File: src/rtl/core/awsf_pkg.sv
// Shared types and constants for the ALU with status flags.
// Used by the divide step stage and the top level; depends on nothing.
package awsf_pkg;

  localparam int unsigned DataW = 32;
  localparam int unsigned OpW   = 4;
  localparam int unsigned ShW   = 5;

  // Operation codes carried in the input tuser.
  typedef enum logic [OpW-1:0] {
    OP_ADD = 4'd0,
    OP_SUB = 4'd1,
    OP_MUL = 4'd2,
    OP_DIV = 4'd3,
    OP_AND = 4'd4,
    OP_OR  = 4'd5,
    OP_XOR = 4'd6,
    OP_SLL = 4'd7,
    OP_SRL = 4'd8,
    OP_SRA = 4'd9
  } op_t;

  // Payload that travels down the pipeline with each word.
  typedef struct packed {
    logic [OpW-1:0]     op;
    logic               sa;       // sign of operand a
    logic               sb;       // sign of operand b
    logic               fsa;      // operand sign used by the overflow flag
    logic               fsb;
    logic               dz;       // divide by zero
    logic [DataW-1:0]   a;        // dividend, kept for divide by zero
    logic [DataW-1:0]   simple;   // add, sub, logic and shift result
    logic [2*DataW-1:0] prod;     // unsigned magnitude product
    logic [DataW-1:0]   divisor;  // magnitude of b
    logic [DataW-1:0]   rem;      // partial remainder
    logic [DataW-1:0]   dq;       // dividend bits shifting out, quotient in
  } stage_t;

endpackage

File: src/rtl/core/awsf_div_stage.sv
// One restoring-division step followed by a pipeline register.
// Depends on awsf_pkg for the stage payload type.
module awsf_div_stage (
  input  logic            clk,
  input  logic            rst,
  input  logic            en,
  input  logic            in_valid,
  input  awsf_pkg::stage_t in_data,
  output logic            out_valid,
  output awsf_pkg::stage_t out_data
);
  import awsf_pkg::*;

  logic [DataW:0]   trial;
  logic [DataW:0]   diff;
  logic             ge;
  stage_t           step;

  // Shift the next dividend bit into the remainder and try the subtraction.
  always_comb begin
    trial = {in_data.rem, in_data.dq[DataW-1]};
    diff  = trial - {1'b0, in_data.divisor};
    ge    = (trial >= {1'b0, in_data.divisor});
    step  = in_data;
    step.rem = ge ? diff[DataW-1:0] : trial[DataW-1:0];
    step.dq  = {in_data.dq[DataW-2:0], ge};
  end

  // Valid bit is control state and is cleared by reset.
  always_ff @(posedge clk) begin
    if (rst) begin
      out_valid <= 1'b0;
    end else if (en) begin
      out_valid <= in_valid;
    end
  end

  // Payload register.
  always_ff @(posedge clk) begin
    if (en) begin
      out_data <= step;
    end
  end

endmodule
File: config.mk
export PLATFORM = sky130hd
export DESIGN_NAME = awsf_div_stage
export DESIGN_NICKNAME = d
export VERILOG_FILES = /design/src/rtl/core/awsf_pkg.sv /design/src/rtl/core/awsf_div_stage.sv
export SDC_FILE = /design/constraint.sdc
export NUM_CORES = 1
export LEC_CHECK = 0
export ABC_AREA = 1
export BUFFER_PORTS_ARGS = -buffer_cell sky130_fd_sc_hd__buf_2
export CAP_MARGIN = 20
export CORE_AREA = 10 10 177 179
export DETAILED_ROUTE_END_ITERATION = 10
export DIE_AREA = 0 0 187 189
export PLACE_DENSITY = 0.77
export SLEW_MARGIN = 20
export SYNTH_ARGS = -nofsm -noshare
export SYNTH_HDL_FRONTEND = slang
export SYNTH_SLANG_ARGS = --single-unit
export TNS_END_PERCENT = 5
File: constraint.sdc
create_clock -name clk -period 2.4 [get_ports clk]
set_clock_uncertainty 0.15 [all_clocks]
set_input_delay 0.24 -clock clk [delete_from_list [all_inputs] [get_ports clk]]
set_output_delay 0.24 -clock clk [all_outputs]
set_load 0.02 [all_outputs]
==> results.cfg <==
[yosys]
synth_top_area_share_pct = 68.7
synth-xor-area-share_pct = 1.20
ys_ff_latch = 234
yosysSeqAreaShare_pct = 68.9
synth_compound_area_share_pct = 1.28
synthAdderAreaFrac_pct = 4.13
yosys_warnings = 0
synth_area_leader_cell = edfxtp_1
synthMuxAreaShare_pct = 0.0982
synth_top_family_by_area = simple AND/OR/NAND/NOR gates
synthCells = 883
synthesis.nets = 1153
yosys-top-cells-area = edfxtp_1 (69%), nand2_1 (10%), inv_1 (5.5%), ha_1 (3.9%), nand3_1 (2.8%)
postSynthAreaPerCell_um2 = 11.5
ys_types = 28
yosys.area_share.simple_pct = 18.1
syn_area_mm2 = 0.0102

[final_layout]
final_cell_mix = buf_2 (468), nand2_1 (266), dlygate4sd3_1 (234)
stdcell_count = 2040
layout_commonest_cell = buf_2
final_nets = 1908
area_growth_pct = 66.8
drive_gt1_share_pct = 37.1

[critical_path]
crit_chain = dlygate4sd3_1 -> buf_2 -> inv_1 -> ha_4 -> nand2_1 -> inv_1 -> nand2_1 -> nand2_1 -> nand2_1 -> a21oi_2 -> nor2_4 -> buf_8 -> clkbuf_16 -> nand3_1 -> nand2_1
endpoint = out_data[41]$_DFFE_PP_
crit_type = in -> reg
rr_worst_depth = 3
cp_num_buf_inv = 6
crit_path_frequent_cell = nand2_1
cp_data_arrival_time_ps = 2460
crit_start = in_data[84]
crit_path_max_fanout = 7
path_depth = 15
worstSetupStartpointType = input pin
endpoint_kind = flip-flop
crit_slowest_cell = dlygate4sd3_1
cp.required_ps = 2540
critical-path-top-delay-family = buffers and inverters
reg2reg_from = out_valid$_SDFFE_PP0P_
r2r_end = out_valid$_SDFFE_PP0P_
rrSetupSlack_ps = 1070
cp_slowest_stage_delay_ps = 570

[global_route]
grt_pass1_vias = 9846
gr-total-overflow = 0
grt_most_used_layer = met2
grt_use_total_pct = 24.7
met3_usage_pct = 5.86
grt_pass1_wl_um = 66000
grt_start_max_net_pins = 61
use_met2_pct = 43.5
antenna_found_initial = 14
use_met1_pct = 28.3

[sta]
period_share_pct = 97.0
grt_setup_unrepaired = true
timing.hold.ws_ps = 3.64
setup_viol = 0
final.min_clock_period_ps = 2330
setup_tns_ps = 0
relSlewSlack_pct = 62.8
drv_slew = 0
tightest_slew_ps = 558
fmax_mhz = 430
hold_viol = 0

[power]
ir_worst_vdd_v = 0.000453
power_mw = 12.1
pwr_density_cell_mw_per_mm2 = 712
p_leak_nw = 7.95

[detailed_routing]
routedWlPerCell_um = 23.0
dr.first_iter.drc_count = 697
post-route-drc-count = 0
drtAntennaViolNets = 0
firstDrtPassIters = 5
vias_per_cell = 4.74
wirelength_um = 46800
vias = 9674

[cts]
path_clk_slew_ps = 70
cts_buffers = 26
numClockSinks = 234
cts_tree = done
root_buffer = clkbuf_16
clk_latency_ps = 510
htreeDepth = 1
clk_path_buf_depth = 3

[die]
boundaryPins = 471
die_area_mm2 = 0.0353
initial_core_util_pct = 36.9
die_h_um = 189
die_x_um = 187
core.rowCount = 61
core_area_mm2 = 0.0276

[job]
drv_cap = 0

[placement]
placedCellCount = 1748
gp_congestion = 0.934
post-dp-hpwl_um = 32400
io_buffers = 470

[hold_path]
min_path_type = in -> reg

[run_status]
status = finished clean
## synthesized netlist by cell type
cell type / number
xor2_1: 13
buf_12: 2
nand2_2: 3
nor3_2: 3
inv_1: 150
buf_2: 7
o21ai_0: 2
ha_1: 32
dfxtp_1: 1
a21o_1: 2
fa_1: 1
xnor2_1: 1
nand3b_1: 11
nor2_2: 3
nand4_1: 3
nor2_4: 1
buf_6: 1
nand2_8: 1
and2_1: 8
nand2_4: 1
nand2_1: 274
nor2_1: 35
nand3_1: 56
nor3_1: 6
a21oi_1: 21
mux2i_1: 1
edfxtp_1: 233
nand3_2: 11
## registers in the layout (all words and copies together) (netlist names)
signal     count
out_data     233
out_valid      1
## cell families (layout without fill, tap and decap cells)
group,count (synthesis),after routing
mux,1,1
xor+xnor,14,14
other cells,0,5
flops,234,234
compound gates,25,25
fa+ha+maj,33,33
simple gates,416,417
buf+inv,160,933
## cell type report
class | count | area, um2
multi-input combinational | 490 | 2930
clock buffer | 27 | 676
fill | 2157 | 10600
tap | 378 | 473
clock inverter | 20 | 287
inverter | 150 | 563
sequential | 234 | 7020
antenna | 5 | 12.5
timing repair buffer | 736 | 5050
## worst min-delay path by stage
stage,start,to,slack (ps),depth (start not counted)
4_1_cts,en,out_data[184]$_DFFE_PP_,30,1
6_report,en,out_data[184]$_DFFE_PP_,4,1
3_3_place_gp,rst,out_valid$_SDFFE_PP0P_,250,2
3_5_place_dp,rst,out_valid$_SDFFE_PP0P_,250,2
5_1_grt,en,out_data[184]$_DFFE_PP_,20,1
2_1_floorplan,rst,out_valid$_SDFFE_PP0P_,160,1
## what timing repair did
item / in CTS / in global routing
endpoints found under the setup margin: 0 / 33
resized for setup: 0 / 61
hold endpoints to repair: 233 / 0
hold buffers: 234 / 0
buffers inserted: 0 / 3
## through the flow
step           utilization (%)  instance area [um2]  setup WS, ps
4_1_cts                   59.7                16500          9.52
6_report                  61.5                17000          72.3
2_1_floorplan                -                10200           395
5_1_grt                   61.5                17000         -27.9
3_3_place_gp              47.7                13200         -41.6
3_5_place_dp              47.7                13200         -42.4
## where the power goes
group          leakage, nW  total [mW]  internal [mW]  switching [mW]
Clock                0.457        4.47           2.79            1.67
Sequential            2.29        5.04           4.92           0.114
Combinational         5.20        2.59           1.02            1.58
## routing by layer
layer | vias to the layer above | wire length, um
met3 | 112 | 3610
met2 | 536 | 23300
li1 | 4427 | -
met5 | - | 94
met4 | 14 | 2310
met1 | 4585 | 17600
Power figures use the tool's default switching activity.
